==> src/rtl/trsm_pkg.sv <==
`default_nettype none

package trsm_pkg;

  localparam int unsigned NumTracks = 4;
  localparam int unsigned AddrW = 4;

  typedef enum logic [1:0] {
    RegDriveGain  = 2'd0,
    RegMaxSpeed   = 2'd1,
    RegSlowFactor = 2'd2,
    RegHoldMs     = 2'd3
  } reg_idx_e;

  localparam logic [14:0] DriveGainRst  = 15'd10000;
  localparam logic [14:0] MaxSpeedRst   = 15'd20000;
  localparam logic [8:0]  SlowFactorRst = 9'd128;
  localparam logic [15:0] HoldMsRst     = 16'd1000;

  localparam logic [8:0] AngleA    = 9'd225;
  localparam logic [8:0] AngleB    = 9'd180;
  localparam logic [8:0] AngleX    = 9'd135;
  localparam logic [8:0] AngleY    = 9'd90;
  localparam logic [8:0] AngleFull = 9'd360;
  localparam logic [8:0] AngleRst  = 9'd180;

  localparam logic [1:0] FlipZero  = 2'b00;
  localparam logic [1:0] FlipPlus  = 2'b01;
  localparam logic [1:0] FlipMinus = 2'b11;

  typedef logic signed [2:0] dir_t;

  localparam dir_t LiftDir [NumTracks] = '{-3'sd1, 3'sd1, 3'sd1, -3'sd1};
  localparam dir_t TiltVec [4][NumTracks] = '{
    '{-3'sd1,  3'sd1, -3'sd1,  3'sd1},
    '{ 3'sd1, -3'sd1,  3'sd1, -3'sd1},
    '{ 3'sd1,  3'sd1, -3'sd1, -3'sd1},
    '{-3'sd1, -3'sd1,  3'sd1,  3'sd1}
  };

  typedef struct packed {
    logic signed [15:0] stick_y;
    logic signed [15:0] stick_x;
    logic [31:0]        time_ms;
    logic [3:0]         face_buttons;
    logic [3:0]         dpad;
    logic [3:0]         shoulder;
    logic [2:0]         misc_buttons;
  } in_item_t;

  typedef struct packed {
    logic               emergency_stop;
    logic               slow_mode;
    logic signed [15:0] left_speed;
    logic signed [15:0] right_speed;
    logic [7:0]         flipper_cmds;
    logic               use_position;
    logic [8:0]         target_fr;
    logic [8:0]         target_fl;
    logic [8:0]         target_rr;
    logic [8:0]         target_rl;
    logic               level_request;
  } out_item_t;

endpackage

`default_nettype wire

==> src/rtl/trsm_if.sv <==
`default_nettype none

interface trsm_in_if;
  logic               valid;
  logic               ready;
  trsm_pkg::in_item_t data;

  modport source (output valid, output data, input ready);
  modport sink (input valid, input data, output ready);
endinterface

interface trsm_out_if;
  logic                valid;
  logic                ready;
  trsm_pkg::out_item_t data;

  modport source (output valid, output data, input ready);
  modport sink (input valid, input data, output ready);
endinterface

`default_nettype wire

==> src/rtl/tracked_robot_simultaneous_mapper.sv <==
// Gamepad-to-command mapper for a tracked robot with four flippers. One sample is
// taken per transfer and produces exactly one command transfer. The block handles one
// sample at a time: after a sample is taken, its result is computed and then loaded into
// the output register, and input ready returns in the cycle right after that load, so no
// new sample is taken while one is still being computed. The pace is set by the single
// shared multiplier, which makes three passes per sample (slow-mode gain, left mix,
// right mix), each followed by a register, and by a final state that saturates the
// right speed and loads the output register. A finished result may wait
// in the output register while the next sample is already being processed; the block
// stalls only when a second result is ready before the first is taken. Registers sit on
// the APB port at byte addresses 0, 4, 8 and 12 and should be written only while the
// block is idle.
`default_nettype none

module tracked_robot_simultaneous_mapper (
  input  logic                       clk_i,
  input  logic                       rst_ni,
  trsm_in_if.sink                    req_i,
  trsm_out_if.source                 rsp_o,
  input  logic                       psel,
  input  logic                       penable,
  input  logic                       pwrite,
  input  logic [trsm_pkg::AddrW-1:0] paddr,
  input  logic [31:0]                pwdata,
  output logic [31:0]                prdata,
  output logic                       pready
);

  localparam logic [2:0] StIdle  = 3'd0;
  localparam logic [2:0] StGain  = 3'd1;
  localparam logic [2:0] StLeft  = 3'd2;
  localparam logic [2:0] StRight = 3'd3;
  localparam logic [2:0] StDone  = 3'd4;

  function automatic logic signed [15:0] sat_speed(input logic signed [34:0] p,
                                                   input logic [14:0] lim);
    logic signed [34:0] adj;
    logic signed [19:0] q;
    logic signed [19:0] l;
    logic signed [19:0] r;
    adj = p + (p[34] ? 35'sd32767 : 35'sd0);
    q = adj[34:15];
    l = $signed({5'b0, lim});
    if (q > l) begin
      r = l;
    end else if (q < -l) begin
      r = -l;
    end else begin
      r = q;
    end
    return r[15:0];
  endfunction

  logic [14:0] drive_gain_q, max_speed_q;
  logic [8:0]  slow_factor_q;
  logic [15:0] hold_ms_q;

  logic [2:0]  state_q, state_d;
  logic        slow_q, slow_d;
  logic        prev_click_q;
  logic [2:0]  held_q, held_d;
  logic [31:0] hold_start_q, hold_start_d;
  logic        pose_valid_q, pose_valid_d;
  logic [8:0]  pose_a_q, pose_a_d;

  logic                      out_valid_q, out_valid_d;
  trsm_pkg::out_item_t       out_q, out_d;
  trsm_pkg::out_item_t       res_q, res_d;
  logic signed [16:0]        mix_l_q, mix_r_q;
  logic [15:0]               gain_q, gain_sel;
  logic signed [15:0]        left_q;
  logic signed [34:0]        prod_q;
  logic signed [17:0]        mul_a;
  logic signed [16:0]        mul_b;

  logic accept, out_free, load_out, cfg_wr;

  logic              click, share;
  logic [3:0]        dpad;
  logic [3:0]        sh;
  logic [3:0]        face;
  trsm_pkg::dir_t    front, rear, lift, tsum;
  logic              tilt_vld;
  logic [1:0]        tilt_idx;
  logic              manual;
  logic              pressed_vld;
  logic [1:0]        pressed_idx;
  logic [8:0]        face_ang;
  logic [31:0]       elapsed;
  logic              pv;
  logic [7:0]        cmds;

  assign pready   = 1'b1;
  assign cfg_wr   = psel & penable & pwrite;
  assign accept   = req_i.valid & req_i.ready;
  assign out_free = ~out_valid_q | rsp_o.ready;
  assign load_out = (state_q == StDone) & out_free;

  assign req_i.ready = (state_q == StIdle);
  assign rsp_o.valid = out_valid_q;
  assign rsp_o.data  = out_q;

  always_comb begin
    case (trsm_pkg::reg_idx_e'(paddr[3:2]))
      trsm_pkg::RegDriveGain:  prdata = {17'b0, drive_gain_q};
      trsm_pkg::RegMaxSpeed:   prdata = {17'b0, max_speed_q};
      trsm_pkg::RegSlowFactor: prdata = {23'b0, slow_factor_q};
      trsm_pkg::RegHoldMs:     prdata = {16'b0, hold_ms_q};
      default:                 prdata = '0;
    endcase
  end

  always_comb begin
    click = req_i.data.misc_buttons[0];
    share = req_i.data.misc_buttons[1];
    dpad  = req_i.data.dpad;
    sh    = req_i.data.shoulder;
    face  = req_i.data.face_buttons;

    slow_d = slow_q ^ (click & ~prev_click_q);

    front = trsm_pkg::dir_t'({2'b0, sh[0]}) - trsm_pkg::dir_t'({2'b0, sh[1]});
    rear  = trsm_pkg::dir_t'({2'b0, sh[2]}) - trsm_pkg::dir_t'({2'b0, sh[3]});

    tilt_vld = (dpad != 4'd0) && ((dpad & (dpad - 4'd1)) == 4'd0);
    tilt_idx = {dpad[3] | dpad[2], dpad[3] | dpad[1]};
    manual   = (front != 3'sd0) || (rear != 3'sd0) || tilt_vld;

    for (int i = 0; i < trsm_pkg::NumTracks; i++) begin
      lift = (i < 2) ? front : rear;
      tsum = (trsm_pkg::LiftDir[i] < 3'sd0) ? -lift : lift;
      if (tilt_vld) begin
        tsum = tsum + trsm_pkg::TiltVec[tilt_idx][i];
      end
      if (tsum > 3'sd0) begin
        cmds[2*i +: 2] = trsm_pkg::FlipPlus;
      end else if (tsum < 3'sd0) begin
        cmds[2*i +: 2] = trsm_pkg::FlipMinus;
      end else begin
        cmds[2*i +: 2] = trsm_pkg::FlipZero;
      end
    end

    pressed_vld = |face;
    if (face[0]) begin
      pressed_idx = 2'd0;
    end else if (face[1]) begin
      pressed_idx = 2'd1;
    end else if (face[2]) begin
      pressed_idx = 2'd2;
    end else begin
      pressed_idx = 2'd3;
    end
    case (pressed_idx)
      2'd0:    face_ang = trsm_pkg::AngleA;
      2'd1:    face_ang = trsm_pkg::AngleB;
      2'd2:    face_ang = trsm_pkg::AngleX;
      default: face_ang = trsm_pkg::AngleY;
    endcase

    elapsed = req_i.data.time_ms - hold_start_q;

    held_d       = held_q;
    hold_start_d = hold_start_q;
    pose_a_d     = pose_a_q;
    pv           = pose_valid_q & ~manual;
    if (share) begin
      pv     = 1'b0;
      held_d = 3'd0;
    end else if (!pressed_vld) begin
      held_d = 3'd0;
    end else if (held_q != ({1'b0, pressed_idx} + 3'd1)) begin
      held_d       = {1'b0, pressed_idx} + 3'd1;
      hold_start_d = req_i.data.time_ms;
    end else if (elapsed >= {16'b0, hold_ms_q}) begin
      pv       = 1'b1;
      pose_a_d = face_ang;
    end
    pose_valid_d = pv;

    res_d                = '0;
    res_d.emergency_stop = share;
    res_d.slow_mode      = slow_d;
    if (!share) begin
      res_d.flipper_cmds  = cmds;
      res_d.level_request = req_i.data.misc_buttons[2];
      if (pv && !manual) begin
        res_d.use_position = 1'b1;
        res_d.target_fr    = pose_a_d;
        res_d.target_fl    = trsm_pkg::AngleFull - pose_a_d;
        res_d.target_rr    = trsm_pkg::AngleFull - pose_a_d;
        res_d.target_rl    = pose_a_d;
      end
    end
  end

  always_comb begin
    gain_sel = slow_q ? prod_q[23:8] : {1'b0, drive_gain_q};
    case (state_q)
      StGain: begin
        mul_a = $signed({3'b0, drive_gain_q});
        mul_b = $signed({8'b0, slow_factor_q});
      end
      StLeft: begin
        mul_a = {mix_l_q[16], mix_l_q};
        mul_b = $signed({1'b0, gain_sel});
      end
      default: begin
        mul_a = {mix_r_q[16], mix_r_q};
        mul_b = $signed({1'b0, gain_q});
      end
    endcase
  end

  always_comb begin
    out_d = res_q;
    if (!res_q.emergency_stop) begin
      out_d.left_speed  = left_q;
      out_d.right_speed = sat_speed(prod_q, max_speed_q);
    end
  end

  always_comb begin
    state_d = state_q;
    case (state_q)
      StIdle:  if (accept) state_d = StGain;
      StGain:  state_d = StLeft;
      StLeft:  state_d = StRight;
      StRight: state_d = StDone;
      StDone:  if (out_free) state_d = StIdle;
      default: state_d = StIdle;
    endcase
    out_valid_d = out_valid_q;
    if (load_out) begin
      out_valid_d = 1'b1;
    end else if (rsp_o.ready) begin
      out_valid_d = 1'b0;
    end
  end

  always_ff @(posedge clk_i or negedge rst_ni) begin
    if (!rst_ni) begin
      drive_gain_q  <= trsm_pkg::DriveGainRst;
      max_speed_q   <= trsm_pkg::MaxSpeedRst;
      slow_factor_q <= trsm_pkg::SlowFactorRst;
      hold_ms_q     <= trsm_pkg::HoldMsRst;
      state_q       <= StIdle;
      out_valid_q   <= 1'b0;
      slow_q        <= 1'b0;
      prev_click_q  <= 1'b0;
      held_q        <= 3'd0;
      hold_start_q  <= 32'd0;
      pose_valid_q  <= 1'b0;
      pose_a_q      <= trsm_pkg::AngleRst;
    end else begin
      state_q     <= state_d;
      out_valid_q <= out_valid_d;
      if (cfg_wr) begin
        case (trsm_pkg::reg_idx_e'(paddr[3:2]))
          trsm_pkg::RegDriveGain:  drive_gain_q  <= pwdata[14:0];
          trsm_pkg::RegMaxSpeed:   max_speed_q   <= pwdata[14:0];
          trsm_pkg::RegSlowFactor: slow_factor_q <= pwdata[8:0];
          trsm_pkg::RegHoldMs:     hold_ms_q     <= pwdata[15:0];
          default: ;
        endcase
      end
      if (accept) begin
        slow_q       <= slow_d;
        prev_click_q <= click;
        held_q       <= held_d;
        hold_start_q <= hold_start_d;
        pose_valid_q <= pose_valid_d;
        pose_a_q     <= pose_a_d;
      end
    end
  end

  always_ff @(posedge clk_i) begin
    prod_q <= mul_a * mul_b;
    if (accept) begin
      res_q   <= res_d;
      mix_l_q <= 17'(req_i.data.stick_y) - 17'(req_i.data.stick_x);
      mix_r_q <= 17'(req_i.data.stick_y) + 17'(req_i.data.stick_x);
    end
    if (state_q == StLeft) begin
      gain_q <= gain_sel;
    end
    if (state_q == StRight) begin
      left_q <= sat_speed(prod_q, max_speed_q);
    end
    if (load_out) begin
      out_q <= out_d;
    end
  end

endmodule

`default_nettype wire

==> src/flat_wrapper.sv <==
// flat-port wrapper written by rule: the top's interface ports become plain ports
module tracked_robot_simultaneous_mapper_flat 
  (clk_i, rst_ni, psel, penable, pwrite, paddr, pwdata, prdata, pready, req_i_valid, req_i_data, req_i_ready, rsp_o_valid, rsp_o_data, rsp_o_ready);
  trsm_in_if req_i_i ();
  trsm_out_if rsp_o_i ();
  input  logic clk_i;
  input  logic rst_ni;
  input  logic psel;
  input  logic penable;
  input  logic pwrite;
  input  logic [trsm_pkg::AddrW-1:0] paddr;
  input  logic [31:0] pwdata;
  output logic [31:0] prdata;
  output logic pready;
  input wire logic [$bits(req_i_i.valid)-1:0] req_i_valid;
  input wire logic [$bits(req_i_i.data)-1:0] req_i_data;
  output wire logic [$bits(req_i_i.ready)-1:0] req_i_ready;
  output wire logic [$bits(rsp_o_i.valid)-1:0] rsp_o_valid;
  output wire logic [$bits(rsp_o_i.data)-1:0] rsp_o_data;
  input wire logic [$bits(rsp_o_i.ready)-1:0] rsp_o_ready;
  assign req_i_i.valid = req_i_valid;
  assign req_i_i.data = req_i_data;
  assign req_i_ready = req_i_i.ready;
  assign rsp_o_valid = rsp_o_i.valid;
  assign rsp_o_data = rsp_o_i.data;
  assign rsp_o_i.ready = rsp_o_ready;
  tracked_robot_simultaneous_mapper u_core (.clk_i(clk_i), .rst_ni(rst_ni), .req_i(req_i_i), .rsp_o(rsp_o_i), .psel(psel), .penable(penable), .pwrite(pwrite), .paddr(paddr), .pwdata(pwdata), .prdata(prdata), .pready(pready));
endmodule
==> config.mk <==
export PLATFORM = sky130hd
export DESIGN_NAME = tracked_robot_simultaneous_mapper_flat
export DESIGN_NICKNAME = d
export VERILOG_FILES = /design/src/rtl/trsm_pkg.sv /design/src/rtl/trsm_if.sv /design/src/rtl/tracked_robot_simultaneous_mapper.sv /design/src/flat_wrapper.sv
export SDC_FILE = /design/constraint.sdc
export NUM_CORES = 1
export LEC_CHECK = 0
export ABC_AREA = 1
export BUFFER_PORTS_ARGS = -buffer_cell sky130_fd_sc_hd__buf_2
export CAP_MARGIN = 5
export CORE_ASPECT_RATIO = 0.7
export CORE_MARGIN = 5
export CORE_UTILIZATION = 30
export DETAILED_ROUTE_END_ITERATION = 12
export GPL_TIMING_DRIVEN = 1
export SLEW_MARGIN = 20
export SYNTH_ARGS = -nofsm -noshare
export SYNTH_HDL_FRONTEND = slang
export SYNTH_SLANG_ARGS = --single-unit
==> constraint.sdc <==
create_clock -name clk_i -period 8.2 [get_ports clk_i]
set_input_delay 1.64 -clock clk_i [delete_from_list [all_inputs] [get_ports clk_i]]
set_output_delay 1.64 -clock clk_i [all_outputs]
set_load 0.03 [all_outputs]
==> results.sh <==
export IMPL_yosysSeqAreaShare=0.278
export IMPL_dr_wl_met3_um=8740
export IMPL_drt_iter0_drc=1830
export IMPL_synth_area_leader_cell="fa_1"
export IMPL_nFillCells=10077
export IMPL_antenna_found_initial=4
export IMPL_cts_buffers=31
export IMPL_dp_hpwl_um=67600
export IMPL_grt_pass1_vias=22148
export IMPL_final_cell_area_um2=32500
export IMPL_yosysTopAreaCellShare=0.200
export IMPL_finalHoldViolCount=0
export IMPL_place_congestion=0.916
export IMPL_path_clk_slew_ns=0.07
export IMPL_place_inst=4963
export IMPL_yosys_top_cells_count="inv_1 (778), nand2_1 (774), nor2_1 (315)"
export IMPL_start_util=0.302
export IMPL_synth_seq_cells=296
export IMPL_cts_max_level=1
export IMPL_slew_headroom=0.348
export IMPL_stdcell_count=5024
export IMPL_post_dp_cell_area_um2=31400
export IMPL_crit_top_cell="fa_1"
export IMPL_vias_per_cell=4.50
export IMPL_route_detailed_drc=0
export IMPL_cts_tree="done"
export IMPL_grt_max_degree=68
export IMPL_timing_fmax_mhz=128
export IMPL_drt_pass1_iterations=6
export IMPL_holdPathStages=0
export IMPL_ys_types=64
export IMPL_post_drt_wl_per_cell_um=16.1
export IMPL_r2r_cells=28
export IMPL_slowest_delay_ns=0.52
export IMPL_core_area_um2=95800
export IMPL_min_from="u_core.out_d[36]"
export IMPL_rrSetupSlack_ns=0.38
export IMPL_r2r_start="u_core.state_q[2]"
export IMPL_worst_r2r_endpoint="u_core.prod_q[27]"
export IMPL_crit_required_ns=8.65
export IMPL_fin_skew_ns=0.0453
export IMPL_die_y_um=270
export IMPL_worst_pin_slew_ns=0.968
export IMPL_syn_to_final_growth_pct=12.4
export IMPL_cts_sinks=296
export IMPL_min_period_ns=7.82
export IMPL_tns_ns=0
export IMPL_finalSetupViolCount=0
export IMPL_postSynthCellCount=3548
export IMPL_cts_buffer_depth=3
export IMPL_yosysWarningCount=0
export IMPL_met2_length_um=31500
export IMPL_ant_nets=0
export IMPL_synth_ff_type="edfxtp_1"
export IMPL_fp_dieW_um=381
export IMPL_crit_arrival_ns=8.27
export IMPL_period_share=0.954
export IMPL_wl_met1_um=39300
export IMPL_final_nets=4373
export IMPL_hold_path_class="flip-flop to flip-flop"
export IMPL_end_kind="flip-flop"
export IMPL_worstSetupPathType="flip-flop to flip-flop"
export IMPL_ios=237
export IMPL_synth_edff_count=155
export IMPL_netlist_area_um2=28900
export IMPL_rsz0062_at_grt="false"
export IMPL_drv_cap=0
export IMPL_status="complete, no violations"
export IMPL_async_flop_share=0.358
export IMPL_ctsHoldBuffers=0
export IMPL_num_rows=95
export IMPL_grt_usage=0.156
export IMPL_yosysMostFrequentCell="inv_1"
export IMPL_start_kind="flip-flop"
export IMPL_routed_wl_um=81000
export IMPL_postSynthAreaPerCell_um2=8.14
export IMPL_slew_violations=0
export IMPL_dieArea_um2=103000
export IMPL_worstSkewPairLatency_ns=0.61
export IMPL_cts_root_buf="clkbuf_16"
export IMPL_drive_above_1_share=0.113
export IMPL_dr_max_layer_used="met5"
export IMPL_cp_slowest_cell="fa_1"
export IMPL_io_buffers=201
export IMPL_yosys_top_cells_area="fa_1 (20%), edfxtp_1 (16%), inv_1 (10%)"
export IMPL_post_cts_buffers=0
export IMPL_hold_end="u_core.rsp_o.data[36]"
export IMPL_grt_pass1_wl_um=128000
export IMPL_vias=22590
export IMPL_worstPathMaxFanout=45
export IMPL_grt_overflow_total=0
-- metrics by stage --
step           hold slack, ns   util  setup WS [ns]
6_report                0.418  0.339          0.378
4_1_cts                 0.421  0.339          0.205
5_1_grt                 0.428  0.339         0.0243
2_1_floorplan           0.400      -           1.14
3_5_place_dp            0.405  0.327          0.258
3_3_place_gp            0.403  0.327          0.385
-- worst max path at each step --
stage / start / endpoint / cells past startpoint
final: u_core.state_q[2] / u_core.prod_q[27] / 28
after global routing: u_core.state_q[2] / u_core.prod_q[33] / 28
after CTS: u_core.state_q[2] / u_core.prod_q[33] / 26
after detailed placement: u_core.state_q[2] / u_core.prod_q[33] / 26
after global placement: u_core.state_q[2] / u_core.prod_q[33] / 26
after floorplan: u_core.state_q[2] / u_core.prod_q[27] / 26
-- critical path, delay by kind of cell (launching register included) --
| kind | cells | cell delay (ns) |
|---|---|---|
| AND/OR/NAND/NOR | 6 | 1.07 |
| flip-flops | 1 | 0.46 |
| AO/OA/AOI/OAI | 7 | 1.63 |
| XOR/XNOR | 1 | 0.17 |
| adder cells (fa/ha/maj) | 7 | 3.28 |
| buffers and inverters | 7 | 1.00 |
-- per-layer routing --
layer / up-vias / global-route usage
met5: - / 0
met4: 2 / 0.0279
met3: 84 / 0.0539
met2: 701 / 0.215
met1: 10589 / 0.234
li1: 11214 / -
-- flip-flops by register name, summed over array words and instances, names as in the netlist, 3 cells and up --
name and flops:
u_core.mix_r_q 16, u_core.max_speed_q 15, u_core.state_q 3, u_core.gain_q 16, u_core.hold_ms_q 16, u_core.mix_l_q 17
u_core.prod_q 35, u_core.drive_gain_q 15, u_core.hold_start_q 32, u_core.held_q 3, u_core.out_d 29, u_core.pose_a_q 9
u_core.slow_factor_q 9, u_core.rsp_o.data 61, u_core.left_q 16
-- cells in the final DEF (no fill, tap or decap), types with 21 or more instances in the layout --
cell type  instances
nand2_1          774
inv_1            775
nand2_2           27
fa_1             289
o21ai_0          141
buf_4             52
nor3_1            26
a21oi_1          167
nor2_1           313
dfstp_2           21
dfrtp_1           85
nand3_1           85
buf_2            200
ha_1             227
xor2_1            84
clkbuf_16         33
edfxtp_1         155
dfxtp_1           35
-- area by class of cell --
type | count | area (µm²) | share of cell area
antenna | 3 | 7.51 | 0.000231
clock inverter | 16 | 165 | 0.00509
multi-input combinational | 2352 | 17400 | 0.535
clock buffer | 42 | 900 | 0.0277
timing repair buffer | 253 | 1410 | 0.0435
sequential | 296 | 8030 | 0.247
tap | 1261 | 1580 | 0.0486
inverter | 801 | 3010 | 0.0928
-- cell families (layout without fill, tap and decap cells) --
kind of cell,Yosys count,count (layout),synth area share
fa+ha+maj,516,516,0.299
compound gates,416,416,0.0819
flops,296,296,0.278
xor+xnor,105,105,0.0321
mux,1,1,0.000390
other cells,2,20,0.000260
simple gates,1297,1297,0.184
buf+inv,915,1112,0.125
-- what timing repair did --
item	4_1_cts	5_1_grt
setup endpoints to repair	0	7
hold endpoints to repair	0	0
resized for setup	0	4
Power is left out: the tool's default activity adds up to more than one toggle a clock period on the data nets, which glitch-free logic cannot reach.
